==> src/hw/rtl/tgc_pkg.sv <==
// ============================================================================
// tgc_pkg
// Shared types, constants and codes for the touch gesture classifier.
// ============================================================================
`timescale 1ns / 1ps
`default_nettype none

package tgc_pkg;

	localparam int AVG_COUNT = 8;
	localparam int FILL_W    = $clog2(AVG_COUNT + 1);
	localparam int SUM_W     = 16;
	localparam int COORD_W   = 12;
	localparam int POS_W     = 13;
	localparam int EL_W      = 10;
	localparam int STEP_W    = $clog2(SUM_W);

	localparam int ADDR_W    = 4;
	localparam int DATA_W    = 32;

	localparam logic [1:0] REG_CLICK_THRESHOLD  = 2'd0;
	localparam logic [1:0] REG_PRESS_DELAY_MS   = 2'd1;
	localparam logic [1:0] REG_DRAG_SPEED_LIMIT = 2'd2;

	localparam logic [7:0]  CLICK_THRESHOLD_RST  = 8'd10;
	localparam logic [11:0] PRESS_DELAY_MS_RST   = 12'd100;
	localparam logic [7:0]  DRAG_SPEED_LIMIT_RST = 8'd50;

	typedef enum logic [1:0] {
		PH_RELEASED = 2'd0,
		PH_PRESSING = 2'd1,
		PH_DRAGGING = 2'd2
	} phase_t;

	typedef enum logic [2:0] {
		G_NONE       = 3'd0,
		G_PRESSED    = 3'd1,
		G_HELD       = 3'd2,
		G_DRAG_START = 3'd3,
		G_DRAG_MOVE  = 3'd4,
		G_CLICKED    = 3'd5,
		G_RELEASED   = 3'd6
	} gesture_t;

	typedef enum logic [1:0] {
		ST_IDLE = 2'd0,
		ST_INIT = 2'd1,
		ST_DIV  = 2'd2,
		ST_FIN  = 2'd3
	} ctrl_state_t;

	typedef struct packed {
		logic [7:0]  click_threshold;
		logic [11:0] press_delay_ms;
		logic [7:0]  drag_speed_limit;
	} cfg_t;

	typedef struct packed {
		logic accept;
		logic div_init;
		logic div_step;
		logic commit;
	} cmd_t;

	typedef struct packed {
		logic out_free;
	} status_t;

endpackage

`default_nettype wire

==> src/hw/rtl/tgc_if.sv <==
// ============================================================================
// tgc_if
// Valid/ready channels for touch samples and gesture results.
// ============================================================================
`timescale 1ns / 1ps
`default_nettype none

interface tgc_sample_if;
	logic                                valid;
	logic                                ready;
	logic                                touch_valid;
	logic [tgc_pkg::COORD_W-1:0]         touch_x;
	logic [tgc_pkg::COORD_W-1:0]         touch_y;
	logic [tgc_pkg::EL_W-1:0]            elapsed_ms;

	modport source (output valid, touch_valid, touch_x, touch_y, elapsed_ms, input ready);
	modport sink (input valid, touch_valid, touch_x, touch_y, elapsed_ms, output ready);
endinterface

interface tgc_result_if;
	logic                                valid;
	logic                                ready;
	logic [2:0]                          gesture;
	logic signed [tgc_pkg::POS_W-1:0]    pos_x;
	logic signed [tgc_pkg::POS_W-1:0]    pos_y;

	modport source (output valid, gesture, pos_x, pos_y, input ready);
	modport sink (input valid, gesture, pos_x, pos_y, output ready);
endinterface

`default_nettype wire

==> src/hw/rtl/touch_gesture_classifier.sv <==
// ============================================================================
// touch_gesture_classifier
// Touch sample to gesture classifier with press-qualify delay and averaging.
// ============================================================================
// Takes one touch sample per transaction and returns exactly one gesture
// transaction for it. A sample occupies the block through an accept step, a
// divider load, the bit-serial sum/fill divide (one divider per axis, both
// stepping in lock step) and a commit, which waits while the result channel
// still holds a previous result; the next sample is taken right after the
// commit. Configuration is written through the APB port at byte addresses 0
// (click threshold), 4 (press delay) and 8 (drag speed limit); the user must
// write it only while no sample is in flight, which the block itself does not
// enforce. A new press delay takes effect at the next reload of the qualify
// countdown.
`timescale 1ns / 1ps
`default_nettype none

module touch_gesture_classifier (
	input  wire logic                          clk,
	input  wire logic                          arst_n,
	tgc_sample_if.sink                         sample,
	tgc_result_if.source                       result,
	input  wire logic                          psel,
	input  wire logic                          penable,
	input  wire logic                          pwrite,
	input  wire logic [tgc_pkg::ADDR_W-1:0]    paddr,
	input  wire logic [tgc_pkg::DATA_W-1:0]    pwdata,
	output logic      [tgc_pkg::DATA_W-1:0]    prdata,
	output logic                               pready
);

	tgc_pkg::cfg_t    cfg;
	tgc_pkg::cmd_t    cmd;
	tgc_pkg::status_t status;
	logic             in_ready;
	logic             out_valid;
	logic [2:0]       out_gesture;
	logic signed [tgc_pkg::POS_W-1:0] out_pos_x, out_pos_y;

	tgc_regs u_regs (
		.clk     (clk),
		.arst_n  (arst_n),
		.psel    (psel),
		.penable (penable),
		.pwrite  (pwrite),
		.paddr   (paddr),
		.pwdata  (pwdata),
		.prdata  (prdata),
		.pready  (pready),
		.cfg     (cfg)
	);

	tgc_ctrl u_ctrl (
		.clk      (clk),
		.arst_n   (arst_n),
		.in_valid (sample.valid),
		.in_ready (in_ready),
		.status   (status),
		.cmd      (cmd)
	);

	tgc_dp u_dp (
		.clk         (clk),
		.arst_n      (arst_n),
		.cmd         (cmd),
		.status      (status),
		.cfg         (cfg),
		.touch_valid (sample.touch_valid),
		.touch_x     (sample.touch_x),
		.touch_y     (sample.touch_y),
		.elapsed_ms  (sample.elapsed_ms),
		.out_valid   (out_valid),
		.out_ready   (result.ready),
		.out_gesture (out_gesture),
		.out_pos_x   (out_pos_x),
		.out_pos_y   (out_pos_y)
	);

	assign sample.ready   = in_ready;
	assign result.valid   = out_valid;
	assign result.gesture = out_gesture;
	assign result.pos_x   = out_pos_x;
	assign result.pos_y   = out_pos_y;

endmodule

`default_nettype wire

==> src/hw/rtl/tgc_regs.sv <==
// ============================================================================
// tgc_regs
// APB configuration registers: click threshold, press delay, drag speed limit.
// ============================================================================
`timescale 1ns / 1ps
`default_nettype none

module tgc_regs (
	input  wire logic                          clk,
	input  wire logic                          arst_n,
	input  wire logic                          psel,
	input  wire logic                          penable,
	input  wire logic                          pwrite,
	input  wire logic [tgc_pkg::ADDR_W-1:0]    paddr,
	input  wire logic [tgc_pkg::DATA_W-1:0]    pwdata,
	output logic      [tgc_pkg::DATA_W-1:0]    prdata,
	output logic                               pready,
	output tgc_pkg::cfg_t                      cfg
);

	tgc_pkg::cfg_t cfg_q;
	logic [1:0]    idx;
	logic          wr_en;

	assign idx    = paddr[3:2];
	assign wr_en  = psel && penable && pwrite;
	assign pready = 1'b1;
	assign cfg    = cfg_q;

	always_ff @(posedge clk or negedge arst_n) begin
		if (!arst_n) begin
			cfg_q.click_threshold  <= tgc_pkg::CLICK_THRESHOLD_RST;
			cfg_q.press_delay_ms   <= tgc_pkg::PRESS_DELAY_MS_RST;
			cfg_q.drag_speed_limit <= tgc_pkg::DRAG_SPEED_LIMIT_RST;
		end else if (wr_en) begin
			case (idx)
				tgc_pkg::REG_CLICK_THRESHOLD:  cfg_q.click_threshold  <= pwdata[7:0];
				tgc_pkg::REG_PRESS_DELAY_MS:   cfg_q.press_delay_ms   <= pwdata[11:0];
				tgc_pkg::REG_DRAG_SPEED_LIMIT: cfg_q.drag_speed_limit <= pwdata[7:0];
				default: ;
			endcase
		end
	end

	always_comb begin
		case (idx)
			tgc_pkg::REG_CLICK_THRESHOLD:  prdata = {24'd0, cfg_q.click_threshold};
			tgc_pkg::REG_PRESS_DELAY_MS:   prdata = {20'd0, cfg_q.press_delay_ms};
			tgc_pkg::REG_DRAG_SPEED_LIMIT: prdata = {24'd0, cfg_q.drag_speed_limit};
			default:                       prdata = '0;
		endcase
	end

endmodule

`default_nettype wire

==> src/hw/rtl/tgc_ctrl.sv <==
// ============================================================================
// tgc_ctrl
// Sequencer: accept, divider load, bit-serial divide, result commit.
// ============================================================================
`timescale 1ns / 1ps
`default_nettype none

module tgc_ctrl (
	input  wire logic               clk,
	input  wire logic               arst_n,
	input  wire logic               in_valid,
	output logic                    in_ready,
	input  wire tgc_pkg::status_t   status,
	output tgc_pkg::cmd_t           cmd
);

	tgc_pkg::ctrl_state_t          state_q, state_d;
	logic [tgc_pkg::STEP_W-1:0]    step_q;

	localparam logic [tgc_pkg::STEP_W-1:0] LAST_STEP = tgc_pkg::STEP_W'(tgc_pkg::SUM_W - 1);

	always_ff @(posedge clk or negedge arst_n) begin
		if (!arst_n) begin
			state_q <= tgc_pkg::ST_IDLE;
			step_q  <= '0;
		end else begin
			state_q <= state_d;
			if (cmd.div_init)
				step_q <= '0;
			else if (cmd.div_step)
				step_q <= step_q + 1'b1;
		end
	end

	always_comb begin
		state_d      = state_q;
		in_ready     = 1'b0;
		cmd          = '0;
		case (state_q)
			tgc_pkg::ST_IDLE: begin
				in_ready   = 1'b1;
				cmd.accept = in_valid;
				if (in_valid)
					state_d = tgc_pkg::ST_INIT;
			end
			tgc_pkg::ST_INIT: begin
				cmd.div_init = 1'b1;
				state_d      = tgc_pkg::ST_DIV;
			end
			tgc_pkg::ST_DIV: begin
				cmd.div_step = 1'b1;
				if (step_q == LAST_STEP)
					state_d = tgc_pkg::ST_FIN;
			end
			tgc_pkg::ST_FIN: begin
				if (status.out_free) begin
					cmd.commit = 1'b1;
					state_d    = tgc_pkg::ST_IDLE;
				end
			end
			default: state_d = tgc_pkg::ST_IDLE;
		endcase
	end

endmodule

`default_nettype wire

==> src/hw/rtl/tgc_dp.sv <==
// ============================================================================
// tgc_dp
// Datapath: qualify countdown, averagers, serial dividers, gesture decode,
// result register.
// ============================================================================
`timescale 1ns / 1ps
`default_nettype none

module tgc_dp (
	input  wire logic                              clk,
	input  wire logic                              arst_n,
	input  wire tgc_pkg::cmd_t                     cmd,
	output tgc_pkg::status_t                       status,
	input  wire tgc_pkg::cfg_t                     cfg,
	input  wire logic                              touch_valid,
	input  wire logic [tgc_pkg::COORD_W-1:0]       touch_x,
	input  wire logic [tgc_pkg::COORD_W-1:0]       touch_y,
	input  wire logic [tgc_pkg::EL_W-1:0]          elapsed_ms,
	output logic                                   out_valid,
	input  wire logic                              out_ready,
	output logic [2:0]                             out_gesture,
	output logic signed [tgc_pkg::POS_W-1:0]       out_pos_x,
	output logic signed [tgc_pkg::POS_W-1:0]       out_pos_y
);

	localparam int CW = tgc_pkg::COORD_W;
	localparam int SW = tgc_pkg::SUM_W;
	localparam int FW = tgc_pkg::FILL_W;
	localparam int PW = tgc_pkg::POS_W;
	localparam logic [FW-1:0] AVG_FULL = FW'(tgc_pkg::AVG_COUNT);
	localparam logic [SW-1:0] AVG_DIV  = SW'(tgc_pkg::AVG_COUNT);

	// per-sample state
	logic [CW-1:0]     rx_q, ry_q;
	logic              qual_q;
	logic [11:0]       qrem_q;
	logic [11:0]       qrem_dec;

	// averagers
	logic [SW-1:0]     sum_x_q, sum_y_q;
	logic [FW-1:0]     fill_q;
	logic [SW-1:0]     sum_x_d, sum_y_d;
	logic [FW-1:0]     fill_d;

	// dividers
	logic [SW-1:0]     quot_x_q, quot_y_q;
	logic [FW-1:0]     rem_x_q, rem_y_q;
	logic [SW-1:0]     quot_x_d, quot_y_d;
	logic [FW-1:0]     rem_x_d, rem_y_d;

	// gesture state
	tgc_pkg::phase_t   phase_q, phase_d;
	logic [CW-1:0]     press_x_q, press_y_q, last_x_q, last_y_q;
	logic [CW-1:0]     press_x_d, press_y_d, last_x_d, last_y_d;
	logic              lost;

	logic [CW-1:0]     ax, ay;
	tgc_pkg::gesture_t g;
	logic [PW-1:0]     ox, oy;
	logic [PW-1:0]     dx, dy;

	logic              out_valid_q;
	logic [2:0]        gest_q;
	logic [PW-1:0]     pos_x_q, pos_y_q;

	function automatic logic [CW-1:0] abs_diff(input logic [CW-1:0] a, input logic [CW-1:0] b);
		return (a > b) ? a - b : b - a;
	endfunction

	assign qrem_dec = (qrem_q > {2'b00, elapsed_ms}) ? qrem_q - {2'b00, elapsed_ms} : '0;

	always_comb begin
		if (fill_q < AVG_FULL) begin
			fill_d  = fill_q + 1'b1;
			sum_x_d = sum_x_q + SW'(touch_x);
			sum_y_d = sum_y_q + SW'(touch_y);
		end else begin
			fill_d  = fill_q;
			sum_x_d = sum_x_q - sum_x_q / AVG_DIV + SW'(touch_x);
			sum_y_d = sum_y_q - sum_y_q / AVG_DIV + SW'(touch_y);
		end
	end

	// one restoring-division step per axis
	always_comb begin
		logic [FW:0] tx, ty;
		tx       = {rem_x_q, quot_x_q[SW-1]};
		ty       = {rem_y_q, quot_y_q[SW-1]};
		quot_x_d = {quot_x_q[SW-2:0], tx >= {1'b0, fill_q}};
		quot_y_d = {quot_y_q[SW-2:0], ty >= {1'b0, fill_q}};
		rem_x_d  = (tx >= {1'b0, fill_q}) ? FW'(tx - {1'b0, fill_q}) : tx[FW-1:0];
		rem_y_d  = (ty >= {1'b0, fill_q}) ? FW'(ty - {1'b0, fill_q}) : ty[FW-1:0];
	end

	assign ax = quot_x_q[CW-1:0];
	assign ay = quot_y_q[CW-1:0];
	assign dx = {1'b0, ax} - {1'b0, last_x_q};
	assign dy = {1'b0, ay} - {1'b0, last_y_q};

	always_comb begin
		g         = tgc_pkg::G_NONE;
		ox        = {1'b0, rx_q};
		oy        = {1'b0, ry_q};
		phase_d   = phase_q;
		press_x_d = press_x_q;
		press_y_d = press_y_q;
		last_x_d  = last_x_q;
		last_y_d  = last_y_q;
		lost      = 1'b0;
		if (qual_q) begin
			case (phase_q)
				tgc_pkg::PH_PRESSING: begin
					if (abs_diff(press_x_q, ax) > CW'(cfg.click_threshold) ||
					    abs_diff(press_y_q, ay) > CW'(cfg.click_threshold)) begin
						g        = tgc_pkg::G_DRAG_START;
						last_x_d = ax;
						last_y_d = ay;
						ox       = '0;
						oy       = '0;
						phase_d  = tgc_pkg::PH_DRAGGING;
					end else begin
						g  = tgc_pkg::G_HELD;
						ox = {1'b0, press_x_q};
						oy = {1'b0, press_y_q};
					end
				end
				tgc_pkg::PH_DRAGGING: begin
					g = tgc_pkg::G_DRAG_MOVE;
					if (abs_diff(ax, last_x_q) > CW'(cfg.drag_speed_limit) ||
					    abs_diff(ay, last_y_q) > CW'(cfg.drag_speed_limit)) begin
						ox = '0;
						oy = '0;
					end else begin
						ox = dx;
						oy = dy;
					end
					last_x_d = ax;
					last_y_d = ay;
				end
				default: begin
					press_x_d = ax;
					press_y_d = ay;
					g         = tgc_pkg::G_PRESSED;
					ox        = {1'b0, ax};
					oy        = {1'b0, ay};
					phase_d   = tgc_pkg::PH_PRESSING;
				end
			endcase
		end else if (phase_q != tgc_pkg::PH_RELEASED) begin
			g       = (phase_q == tgc_pkg::PH_PRESSING) ? tgc_pkg::G_CLICKED
			                                            : tgc_pkg::G_RELEASED;
			ox      = {1'b0, press_x_q};
			oy      = {1'b0, press_y_q};
			lost    = 1'b1;
			phase_d = tgc_pkg::PH_RELEASED;
		end
	end

	always_ff @(posedge clk or negedge arst_n) begin
		if (!arst_n) begin
			qrem_q    <= tgc_pkg::PRESS_DELAY_MS_RST;
			sum_x_q   <= '0;
			sum_y_q   <= '0;
			fill_q    <= '0;
			phase_q   <= tgc_pkg::PH_RELEASED;
			press_x_q <= '0;
			press_y_q <= '0;
			last_x_q  <= '0;
			last_y_q  <= '0;
			qual_q    <= 1'b0;
			out_valid_q <= 1'b0;
		end else begin
			if (cmd.accept) begin
				qrem_q <= qrem_dec;
				qual_q <= touch_valid && (qrem_dec == '0);
				if (touch_valid && (qrem_dec == '0)) begin
					sum_x_q <= sum_x_d;
					sum_y_q <= sum_y_d;
					fill_q  <= fill_d;
				end
			end
			if (cmd.commit) begin
				phase_q   <= phase_d;
				press_x_q <= press_x_d;
				press_y_q <= press_y_d;
				last_x_q  <= last_x_d;
				last_y_q  <= last_y_d;
				if (lost) begin
					qrem_q  <= cfg.press_delay_ms;
					sum_x_q <= '0;
					sum_y_q <= '0;
					fill_q  <= '0;
				end
			end
			if (cmd.commit)
				out_valid_q <= 1'b1;
			else if (out_ready)
				out_valid_q <= 1'b0;
		end
	end

	always_ff @(posedge clk) begin
		if (cmd.accept) begin
			rx_q <= touch_x;
			ry_q <= touch_y;
		end
		if (cmd.div_init) begin
			quot_x_q <= sum_x_q;
			quot_y_q <= sum_y_q;
			rem_x_q  <= '0;
			rem_y_q  <= '0;
		end else if (cmd.div_step) begin
			quot_x_q <= quot_x_d;
			quot_y_q <= quot_y_d;
			rem_x_q  <= rem_x_d;
			rem_y_q  <= rem_y_d;
		end
		if (cmd.commit) begin
			gest_q  <= g;
			pos_x_q <= ox;
			pos_y_q <= oy;
		end
	end

	assign status.out_free = !out_valid_q || out_ready;
	assign out_valid       = out_valid_q;
	assign out_gesture     = gest_q;
	assign out_pos_x       = pos_x_q;
	assign out_pos_y       = pos_y_q;

endmodule

`default_nettype wire

==> src/flat_wrapper.sv <==
// flat-port wrapper written by rule: the top's interface ports become plain ports
module touch_gesture_classifier_flat 
  (clk, arst_n, psel, penable, pwrite, paddr, pwdata, prdata, pready, sample_valid, sample_touch_valid, sample_touch_x, sample_touch_y, sample_elapsed_ms, sample_ready, result_valid, result_gesture, result_pos_x, result_pos_y, result_ready);
  tgc_sample_if sample_i ();
  tgc_result_if result_i ();
  input  wire logic clk;
  input  wire logic arst_n;
  input  wire logic psel;
  input  wire logic penable;
  input  wire logic pwrite;
  input  wire logic [tgc_pkg::ADDR_W-1:0] paddr;
  input  wire logic [tgc_pkg::DATA_W-1:0] pwdata;
  output logic      [tgc_pkg::DATA_W-1:0] prdata;
  output logic pready;
  input wire logic [$bits(sample_i.valid)-1:0] sample_valid;
  input wire logic [$bits(sample_i.touch_valid)-1:0] sample_touch_valid;
  input wire logic [$bits(sample_i.touch_x)-1:0] sample_touch_x;
  input wire logic [$bits(sample_i.touch_y)-1:0] sample_touch_y;
  input wire logic [$bits(sample_i.elapsed_ms)-1:0] sample_elapsed_ms;
  output wire logic [$bits(sample_i.ready)-1:0] sample_ready;
  output wire logic [$bits(result_i.valid)-1:0] result_valid;
  output wire logic [$bits(result_i.gesture)-1:0] result_gesture;
  output wire logic [$bits(result_i.pos_x)-1:0] result_pos_x;
  output wire logic [$bits(result_i.pos_y)-1:0] result_pos_y;
  input wire logic [$bits(result_i.ready)-1:0] result_ready;
  assign sample_i.valid = sample_valid;
  assign sample_i.touch_valid = sample_touch_valid;
  assign sample_i.touch_x = sample_touch_x;
  assign sample_i.touch_y = sample_touch_y;
  assign sample_i.elapsed_ms = sample_elapsed_ms;
  assign sample_ready = sample_i.ready;
  assign result_valid = result_i.valid;
  assign result_gesture = result_i.gesture;
  assign result_pos_x = result_i.pos_x;
  assign result_pos_y = result_i.pos_y;
  assign result_i.ready = result_ready;
  touch_gesture_classifier u_core (.clk(clk), .arst_n(arst_n), .sample(sample_i), .result(result_i), .psel(psel), .penable(penable), .pwrite(pwrite), .paddr(paddr), .pwdata(pwdata), .prdata(prdata), .pready(pready));
endmodule
==> config.mk <==
export PLATFORM = sky130hd
export DESIGN_NAME = touch_gesture_classifier_flat
export DESIGN_NICKNAME = d
export VERILOG_FILES = /design/src/hw/rtl/tgc_pkg.sv /design/src/hw/rtl/tgc_if.sv /design/src/hw/rtl/touch_gesture_classifier.sv /design/src/hw/rtl/tgc_regs.sv /design/src/hw/rtl/tgc_ctrl.sv /design/src/hw/rtl/tgc_dp.sv /design/src/flat_wrapper.sv
export SDC_FILE = /design/constraint.sdc
export NUM_CORES = 1
export LEC_CHECK = 0
export BUFFER_PORTS_ARGS = -buffer_cell sky130_fd_sc_hd__buf_4
export CAP_MARGIN = 40
export CORE_MARGIN = 1
export CORE_UTILIZATION = 35
export CTS_CLUSTER_DIAMETER = 40
export DETAILED_ROUTE_END_ITERATION = 6
export PLACE_DENSITY_LB_ADDON = 0.3
export SLEW_MARGIN = 10
export SYNTH_ARGS = -nofsm -noshare
export SYNTH_HDL_FRONTEND = slang
export SYNTH_HIERARCHICAL = 1
export SYNTH_SLANG_ARGS = --single-unit
==> constraint.sdc <==
create_clock -name clk -period 10.6 [get_ports clk]
set_input_delay 0.53 -clock clk [delete_from_list [all_inputs] [get_ports clk]]
set_output_delay 0.53 -clock clk [all_outputs]
set_load 0.1 [all_outputs]
## Word level (Yosys, flattened, before mapping)

Index checks and enable logic that the tools add are counted.

| word-level totals | value |
|---|---|
| flip-flop bits (word level) | 227 |
| latch bits | 0 |
| memory bits (writable) | 0 |
| bits in read-only memories | 0 |
| logic and storage cells | 165 |
| memories | 0 |

| cells by class | value |
|---|---|
| $add $sub $neg | 21 |
| $mul | 0 |
| div/mod/pow operators | 0 |
| $lt $le $gt $ge | 12 |
| equality and inequality tests | 14 |
| shifts and indexed selects | 0 |
| mux-type cells | 69 |
| bitwise gates (word level) | 1 |
| reduce and logical (&&, ||, !) cells | 23 |

Operators by type and width:

| operator | count |
|---|---|
| 2-to-1 mux 16 bit | 14 |
| 2-to-1 mux 12 bit | 14 |
| subtractor 12 bit | 8 |
| adder 16 x 12 -> 16 bit | 4 |
| 2-to-1 mux 13 bit | 4 |
| case mux 13 bit (2 select lines) | 2 |
| > comparator 12 bit | 4 |
| > comparator 12 x 8 -> 1 bit | 4 |
| case mux 12 bit (2 select lines) | 2 |
| 2-to-1 mux 4 bit | 9 |
| case mux 12 bit (3 select lines) | 1 |
| subtractor 16 x 13 -> 16 bit | 2 |
| subtractor 12 x 12 -> 13 bit | 2 |
| 2-to-1 mux 2 bit | 7 |
| > comparator 12 x 10 -> 1 bit | 1 |
| zero test 12 bit | 1 |
| subtractor 12 x 10 -> 12 bit | 1 |
| 2-to-1 mux 1 bit | 11 |
| >= comparator 5 x 4 -> 1 bit | 2 |
| nonzero test 2 bit | 5 |
| adder 4 x 1 -> 4 bit, second input constant | 2 |
| equality test 2 bit, second input constant | 4 |
| inequality test 2 bit, second input constant | 4 |
| case mux 2 bit (4 select lines) | 1 |
| 18 further kinds | 31 |

## Logic depth before layout (Yosys ltp)

Gate-level depths: netlist of run 1.

| depth | value |
|---|---|
| depth in word-level cells | 8 |
| depth in mapped cells | 27 |
| mapped depth without buffers | 25 |

## Cells and area by module

Netlist of run 1, hierarchy kept.

By module, submodules not included:

| module | instances | cells each | area an instance (µm²) | seq. area each (µm²) |
|---|---|---|---|---|
| tgc_dp | 1 | 2037 | 18044.8 | 5218.8 |
| tgc_regs | 1 | 118 | 1487.7 | 710.7 |
| tgc_ctrl | 1 | 35 | 369.1 | 150.1 |

## Worst setup path after synthesis of run 1

Ideal clock, no wire load.

| path | value |
|---|---|
| kind | reg-to-reg |
| start | register u_core.u_dp.quot_x_q[0] |
| end | register u_core.u_dp.pos_x_q[8], in the netlist u_core/u_dp/out_pos_x[8] (data pin) |
| library setup time | 158 ps |
| arrival time | 5482 ps |
| data required time | 10442 ps |
| path slack | 4959 ps |
| stages on the path, launching flop included | 25 |
| path buffers | 2 |
| period minus slack after synthesis | 5641 ps |
| path through | edfxtp_1 > inv_1 > ha_1 > inv_1 > fa_1 > a21o_1 > a221o_2 > a2111oi_4 > nor2_1 > a22o_2 > o31ai_4 > buf_2 > mux2i_1 > xor2_1 > ha_1 > a21o_1 > a211oi_1 > o2111ai_1 > a22oi_1 > nand3b_1 > or4_4 > a21oi_4 > buf_8 > a221oi_2 > a211oi_2 |

| on the way | value |
|---|---|
| longest elaborated chain between the ends | 7 |
| elaborated cells on any way between the ends | 17 |
| classes of those cells | add/sub: 5; order compare: 4; mux: 6; reduce/logical: 2 |

Ends and longest elaborated chain:

| what | RTL line | source |
|---|---|---|
| from (decl) | tgc_dp.sv:46 | `logic [SW-1:0] quot_x_q, quot_y_q;` |
| from (signal assigned) | tgc_dp.sv:208 | `quot_x_q <= sum_x_q;` |
| from (signal assigned) | tgc_dp.sv:213 | `quot_x_q <= quot_x_d;` |
| subtractor 12 bit / > comparator 12 bit (equally long branches) | tgc_dp.sv:67 | `return (a > b) ? a - b : b - a;` |
| 2-to-1 mux 12 bit | tgc_dp.sv:67 |  |
| > comparator 12 x 8 -> 1 bit (on tied branches) | tgc_dp.sv:129, tgc_dp.sv:113 |  |
| logical OR 1 bit (on tied branches) | tgc_dp.sv:129, tgc_dp.sv:113 |  |
| 2-to-1 mux 13 bit / 2-to-1 mux 12 bit (equally long branches) | tgc_dp.sv:129, tgc_dp.sv:113 |  |
| case mux 13 bit (2 select lines) (*) | tgc_dp.sv:111 | `case (phase_q)` |
| 2-to-1 mux 13 bit (*) | tgc_dp.sv:110 | `if (qual_q) begin` |
| via u_core.u_dp.ox[8] | tgc_dp.sv:59 | `logic [PW-1:0] ox, oy;` |
| to (signal assigned) | tgc_dp.sv:220 | `pos_x_q <= ox;` |
| to (decl) | tgc_dp.sv:64 | `logic [PW-1:0] pos_x_q, pos_y_q;` |

Mark *: on every way through the listed nets, which the timed path passes. The rest lies on a longest branch.
A chain may end at the register's enable or synchronous reset.

## Final worst setup path of run 1

| path | value |
|---|---|
| start | register u_core.u_dp.quot_x_q[1] |
| end | register u_core.u_dp.pos_y_q[8], in the netlist u_core/u_dp/out_pos_y[8] (data pin) |

| on the way | value |
|---|---|
| longest elaborated chain between the ends | 7 |
| elaborated cells on any way between the ends | 16 |
| classes of those cells | add/sub: 4; order compare: 4; mux: 6; reduce/logical: 2 |

Ends and longest elaborated chain:

| what | RTL line | source |
|---|---|---|
| subtractor 12 bit / > comparator 12 bit (equally long branches) | tgc_dp.sv:67 |  |
| 2-to-1 mux 12 bit | tgc_dp.sv:67 |  |
| > comparator 12 x 8 -> 1 bit (on tied branches) | tgc_dp.sv:129, tgc_dp.sv:113 |  |
| logical OR 1 bit (on tied branches) | tgc_dp.sv:129, tgc_dp.sv:113 |  |
| 2-to-1 mux 13 bit / 2-to-1 mux 12 bit (equally long branches) | tgc_dp.sv:129, tgc_dp.sv:113 |  |
| case mux 13 bit (2 select lines) (*) | tgc_dp.sv:111 |  |
| 2-to-1 mux 13 bit (*) | tgc_dp.sv:110 |  |
| via u_core.u_dp.oy[8] | tgc_dp.sv:59 |  |
| to (signal assigned) | tgc_dp.sv:221 | `pos_y_q <= oy;` |
| to (decl) | tgc_dp.sv:64 |  |

Marked as above.

==> flow_metrics.tcl, run 1 <==
set metrics [dict create \
    layout-drive-gt1-share 0.140 \
    areaGrowthSynthToFinish_pct 14.1 \
    dr.pass1.iters 7 \
    grt_usage 0.197 \
    yosysTopAreaCell "dfrtp_1" \
    maxCapViolCount 0 \
    grt_max_degree 76 \
    synth_top_area_frac 0.155 \
    final_max_slew_viol_count 0 \
    netlist_instances 2190 \
    grt_antenna_before_repair 2 \
    grt-ovfl-total 0 \
    top_usage_layer "met2" \
    critPathKind "flip-flop to flip-flop" \
    gr-usage-met3 0.0274 \
    num_io_pins 142 \
    cp_slowest_cell "edfxtp_1" \
    drtIter0Drc 1022 \
    cts_setup_buffers 0 \
    clock_latency_ns 0.56 \
    worst_pin_slew_ns 0.863 \
    min_period_over_period 0.685 \
    max_freq_mhz 138 \
    async_flop_share 0.590 \
    cpPeakStageDelay_ns 0.57 \
    period_minus_slack_ns 7.26 \
    mostFrequentLayoutCell "inv_1" \
    critical_path.cell_chain "inv_1 > fa_1 > a21oi_1 > o21ai_0 > a2111oi_2 > nor2_1 > a41oi_1 > buf_4 > mux2_2 > a31oi_1 > o21ai_0 > a21oi_1 > xnor2_1 > ha_1 > nand3_1 > a21oi_1 > a2111oi_0 > o21ai_0 > o21bai_1 > nor4_1 > o22a_1 > buf_4 > a221oi_1 > a211oi_1" \
    cts_max_path_buffers 3 \
    clock_sinks 227 \
    ant_nets 0 \
    die_w_um 240 \
    core-area_mm2 0.0563 \
    start_util 0.354 \
    fin_util 0.403 \
    dpl.hpwl_um 43200 \
    drt_wl_total_um 56500 \
    tritoncts "yes" \
    report.final.hold_viol_count 0 \
    finalSetupViolations 0 \
    status "finished, violations left" \
    first_global_vias 16000 \
    finalNetCount 2583 \
    syn_avg_cell_area_um2 9.09 \
    arrival_ns 7.55 \
    netlist_area_mm2 0.0199 \
    synthFlopType "dfrtp_1" \
    grt_first_pass_wirelength_um 88900 \
    clk_pin_slew_ns 0.06 \
    end_kind "flip-flop" \
    cp_max_fo 27 \
    crit_required_ns 10.90 \
    crit_buf_inv 3 \
    cts-buffers-inserted 44 \
    gp_congestion 0.910 \
    met1_usage 0.273 \
    synth_warnings 6 \
    met2_usage 0.309 \
    wl_per_cell_um 18.5 \
    cts_max_level 2 \
    startpoint_type "flip-flop" \
    post_dp_cell_area_mm2 0.0212 \
    dieArea_mm2 0.0578 \
    cts_hold_buf 0 \
    rows 87 \
    die_height_um 240 \
    synth_edf_count 85 \
    stdcell_area_mm2 0.0227 \
    ctsResizeCount 0 \
    routed_via_density 5.29 \
    fin_skew_ns 0.0240 \
    min_path_type "input port to asynchronous set/reset pin" \
    drc 2 \
    cts_root_buf "clkbuf_16" \
    synth_cell_type_count 98 \
    setup_tns_ns 0 \
    final_cell_mix "inv_1, ha_1, nor2_1, o21ai_0, a21oi_1" \
    failed_checks "DRC" \
    synthTopCellsByArea "dfrtp_1, ha_1, edfxtp_1" \
    ys_seq_area_frac 0.305 \
    io_buffers 98 \
    synth.ff_latch_count 227 \
    relSlewSlack 0.422 \
    vias 16100 \
    rsz0062_at_grt "no" \
    cpLargestDelayFamily "compound AO/OA/AOI/OAI gates" \
]
==> path summary, 6_finish.rpt <==
check                                        start                        to  slack, ns  depth (start not counted)
max in group asynchronous                   arst_n   u_core/u_dp/last_x_q[8]       9.60                          3
setup reg to reg           u_core/u_dp/quot_x_q[1]  u_core/u_dp/out_pos_y[8]       3.34                         24
hold / removal                              arst_n     u_core/u_dp/qrem_q[3]       0.02                          1
setup / recovery           u_core/u_dp/quot_x_q[1]  u_core/u_dp/out_pos_y[8]       3.34                         24
hold reg to reg             u_core/u_dp/rem_y_q[3]    u_core/u_dp/rem_y_q[3]       0.47                          2
min in group clk                 sample_touch_y[3]       u_core/u_dp/ry_q[3]       0.17                          1
==> area by class of cell <==
cell class,instances,area [um2]
clock buffers,59,1300
well taps,756,946
inverters,259,972
multi-input cells,1607,12300
repair buffers,118,942
clock inverters,23,186
flip-flops and latches,227,6080
diodes,2,5.00
fillers,5549,33600
==> metal layers <==
layer	wire length, um	vias to the layer above
met1	26400	7802
li1	-	7898
met4	1810	0
met2	25600	362
met5	0	-
met3	2610	81
==> logic make-up (layout without fill, tap and decap cells) <==
| group | after synthesis | in the layout | share of synthesized area |
|---|---|---|---|
| xor+xnor | 99 | 99 | 0.0436 |
| flops | 227 | 227 | 0.305 |
| buf+inv | 375 | 459 | 0.0824 |
| compound gates | 611 | 611 | 0.212 |
| other cells | 2 | 23 | 0.000377 |
| fa+ha+maj | 248 | 248 | 0.170 |
| mux | 113 | 113 | 0.0612 |
| simple gates | 515 | 515 | 0.125 |
==> state kept, by name, summed over array words and instances, names as in the netlist <==
register,flops
u_core/u_regs/cfg,28
u_core/u_dp/quot_x_q,16
u_core/u_dp/quot_y_q,16
u_core/u_dp/sum_x_q,16
u_core/u_dp/sum_y_q,16
u_core/u_dp/out_pos_x,13
u_core/u_dp/out_pos_y,13
u_core/u_dp/last_x_q,12
u_core/u_dp/last_y_q,12
u_core/u_dp/press_x_q,12
u_core/u_dp/press_y_q,12
u_core/u_dp/qrem_q,12
u_core/u_dp/rx_q,12
u_core/u_dp/ry_q,12
u_core/u_ctrl/step_q,4
u_core/u_dp/fill_q,4
u_core/u_dp/rem_x_q,4
u_core/u_dp/rem_y_q,4
u_core/u_dp/out_gesture,3
u_core/u_ctrl/state_q,2
u_core/u_dp/phase_q,2
u_core/u_dp/out_valid,1
u_core/u_dp/qual_q,1
==> metrics by stage <==
step | hold slack, ns | cells | worst slack [ns]
after CTS | 0.0296 | 3048 | 3.36
after global routing | 0.0825 | 3051 | 2.93
after floorplan | 0.234 | 2209 | 4.96
after detailed placement | 0.469 | 2966 | 3.45
after global placement | 0.456 | 2962 | 3.22
final | 0.0207 | 3051 | 3.34
==> Yosys cell counts, types with 14 or more instances <==
master / instances
a221oi_2: 18
nand3_1: 39
clkbuf_1: 61
inv_1: 257
fa_1: 37
mux2_2: 36
nor3_1: 33
nor2_1: 153
dfrtp_1: 123
o21a_1: 14
ha_1: 211
mux2i_1: 68
nand2_1: 134
and3_1: 17
a211oi_1: 77
nand2b_1: 29
o21ai_0: 150
edfxtp_1: 85
nor2b_1: 27
xnor2_1: 63
xor2_1: 36
and2_1: 15
a21o_1: 42
a211oi_2: 18
a21oi_1: 145
buf_4: 27
Power of run 1 is left out: the tool's default activity adds up to more than one toggle a clock period on the data nets, which glitch-free logic cannot reach.
==> run 2, diff against run 1 <==
==> constraint.sdc (replaced) <==
create_clock -name clk -period 7.1 [get_ports clk]
set_input_delay 0.355 -clock clk [delete_from_list [all_inputs] [get_ports clk]]
set_output_delay 0.355 -clock clk [all_outputs]
set_load 0.1 [all_outputs]
==> run 2 against run 1 <==
Effect of this change:
- the run still ends with DRC left
- global-route usage rose by 0.27 points
- die area stayed put
- count of clock-buffer cells in the layout down 5
- maximum frequency increased by 10%
- final cell count grew 0.52%
==> flow_metrics.tcl, run 2 (synthesis gave the netlist of run 1 again) <==
set metrics [dict create \
    grt_first_pass_wirelength_um 90200 \
    period_minus_slack_ns 6.57 \
    fin_skew_ns 0.0218 \
    finalSetupViolations 0 \
    dpl.hpwl_um 43500 \
    clk_pin_slew_ns 0.05 \
    drt_wl_total_um 57100 \
    tritoncts "yes" \
    cp_max_fo 22 \
    cts_max_path_buffers 3 \
    min_period_over_period 0.925 \
    min_path_type "input port to flip-flop" \
    final_cell_mix "inv_1, ha_1, nor2_1, o21ai_0, a21oi_1" \
    rsz0062_at_grt "no" \
    clock_latency_ns 0.56 \
    ff2ff_setup_slack_ns 0.53 \
    cts_root_buf "clkbuf_16" \
    arrival_ns 6.92 \
    cts-buffers-inserted 43 \
    final_max_slew_viol_count 0 \
    rows 87 \
    grt_antenna_before_repair 0 \
    drtIter0Drc 1160 \
    layout-drive-gt1-share 0.140 \
    hold_slack_ns 0.0264 \
    crit_required_ns 7.45 \
    clock_sinks 227 \
    die_height_um 240 \
    grt_max_degree 68 \
    status "finished, violations left" \
    grt-ovfl-total 0 \
    num_io_pins 142 \
    report.final.hold_viol_count 0 \
    gp_congestion 0.896 \
    die_w_um 240 \
    ant_nets 0 \
    startpoint_type "flip-flop" \
    diodes 0 \
    max_freq_mhz 152 \
    vias 16300 \
    cts_max_level 2 \
    routed_via_density 5.33 \
    largest_reg_flops 28 \
    failed_checks "DRC" \
    maxCapViolCount 0 \
    worst_pin_slew_ns 0.908 \
    end_kind "flip-flop" \
    critPathKind "flip-flop to flip-flop" \
    first_global_vias 16100 \
    cts_setup_buffers 0 \
    finalNetCount 2603 \
    drc 2 \
    start_util 0.354 \
    core-area_mm2 0.0563 \
    grt_usage 0.200 \
    areaGrowthSynthToFinish_pct 14.7 \
    mostFrequentLayoutCell "inv_1" \
    io_buffers 98 \
    dr.pass1.iters 7 \
    wl_per_cell_um 18.6 \
    dieArea_mm2 0.0578 \
    setup_tns_ns 0 \
    relSlewSlack 0.393 \
]
## run 2: area by class of cell
type	count	area (um2)
repair buffers	139	1130
well taps	756	946
clock inverters	25	244
multi-input cells	1607	12300
inverters	259	972
fillers	5517	33500
flip-flops and latches	227	6080
clock buffers	54	1190
## run 2: layer usage
metal	up-vias	wire, um	GRT usage
met3	85	2640	0.0289
li1	7928	-	-
met5	-	0	0
met2	389	26000	0.318
met4	0	1490	0.0625
met1	7945	27000	0.277
## run 2: worst max-delay path, cell delays in order (launching register included)
cell and delay, ns:
edfxtp_1 0.45, inv_1 0.19, ha_1 0.21, inv_1 0.06, fa_1 0.42, a21o_1 0.20
a221o_2 0.40, a2111oi_4 0.41, nor2_1 0.13, a22o_2 0.32, o31ai_4 0.29, buf_4 0.27
mux2i_1 0.23, xor2_1 0.17, ha_1 0.26, a21o_1 0.16, a211oi_1 0.31, o2111ai_1 0.16
a22oi_1 0.31, nand3b_1 0.19, or4_4 0.46, a21oi_4 0.18, buf_12 0.21, a221oi_2 0.08
a211oi_2 0.24
## run 2: worst paths after layout
kind,end,start,cells past startpoint
setup / recovery,u_core/u_dp/out_pos_y[5],u_core/u_dp/quot_x_q[0],24
hold / removal,u_core/u_dp/rx_q[3],sample_touch_x[3],1
setup reg to reg,u_core/u_dp/out_pos_y[5],u_core/u_dp/quot_x_q[0],24
hold reg to reg,u_core/u_dp/rem_x_q[3],u_core/u_dp/rem_x_q[3],2
max in group asynchronous,u_core/u_dp/last_x_q[9],arst_n,4
min in group asynchronous,u_core/u_dp/qrem_q[9],arst_n,2
## run 2: timing repair
action                                  in CTS  in global routing
resized for setup                            0                  1
hold endpoints to repair                    71                  0
endpoints found under the setup margin       0                  1
hold buffers                                12                  0
## run 2: per-stage QoR
stage | area [um2] | setup slack (ns) | util | cells
after global routing | 22800 | 0.0700 | 0.406 | 3067
after global placement | 21200 | 0.655 | 0.377 | 2972
after detailed placement | 21300 | 0.601 | 0.378 | 2976
after CTS | 22800 | 0.560 | 0.406 | 3067
after floorplan | 20000 | 1.46 | - | 2209
final | 22800 | 0.530 | 0.406 | 3067
Power of run 2 is left out for the same reason.
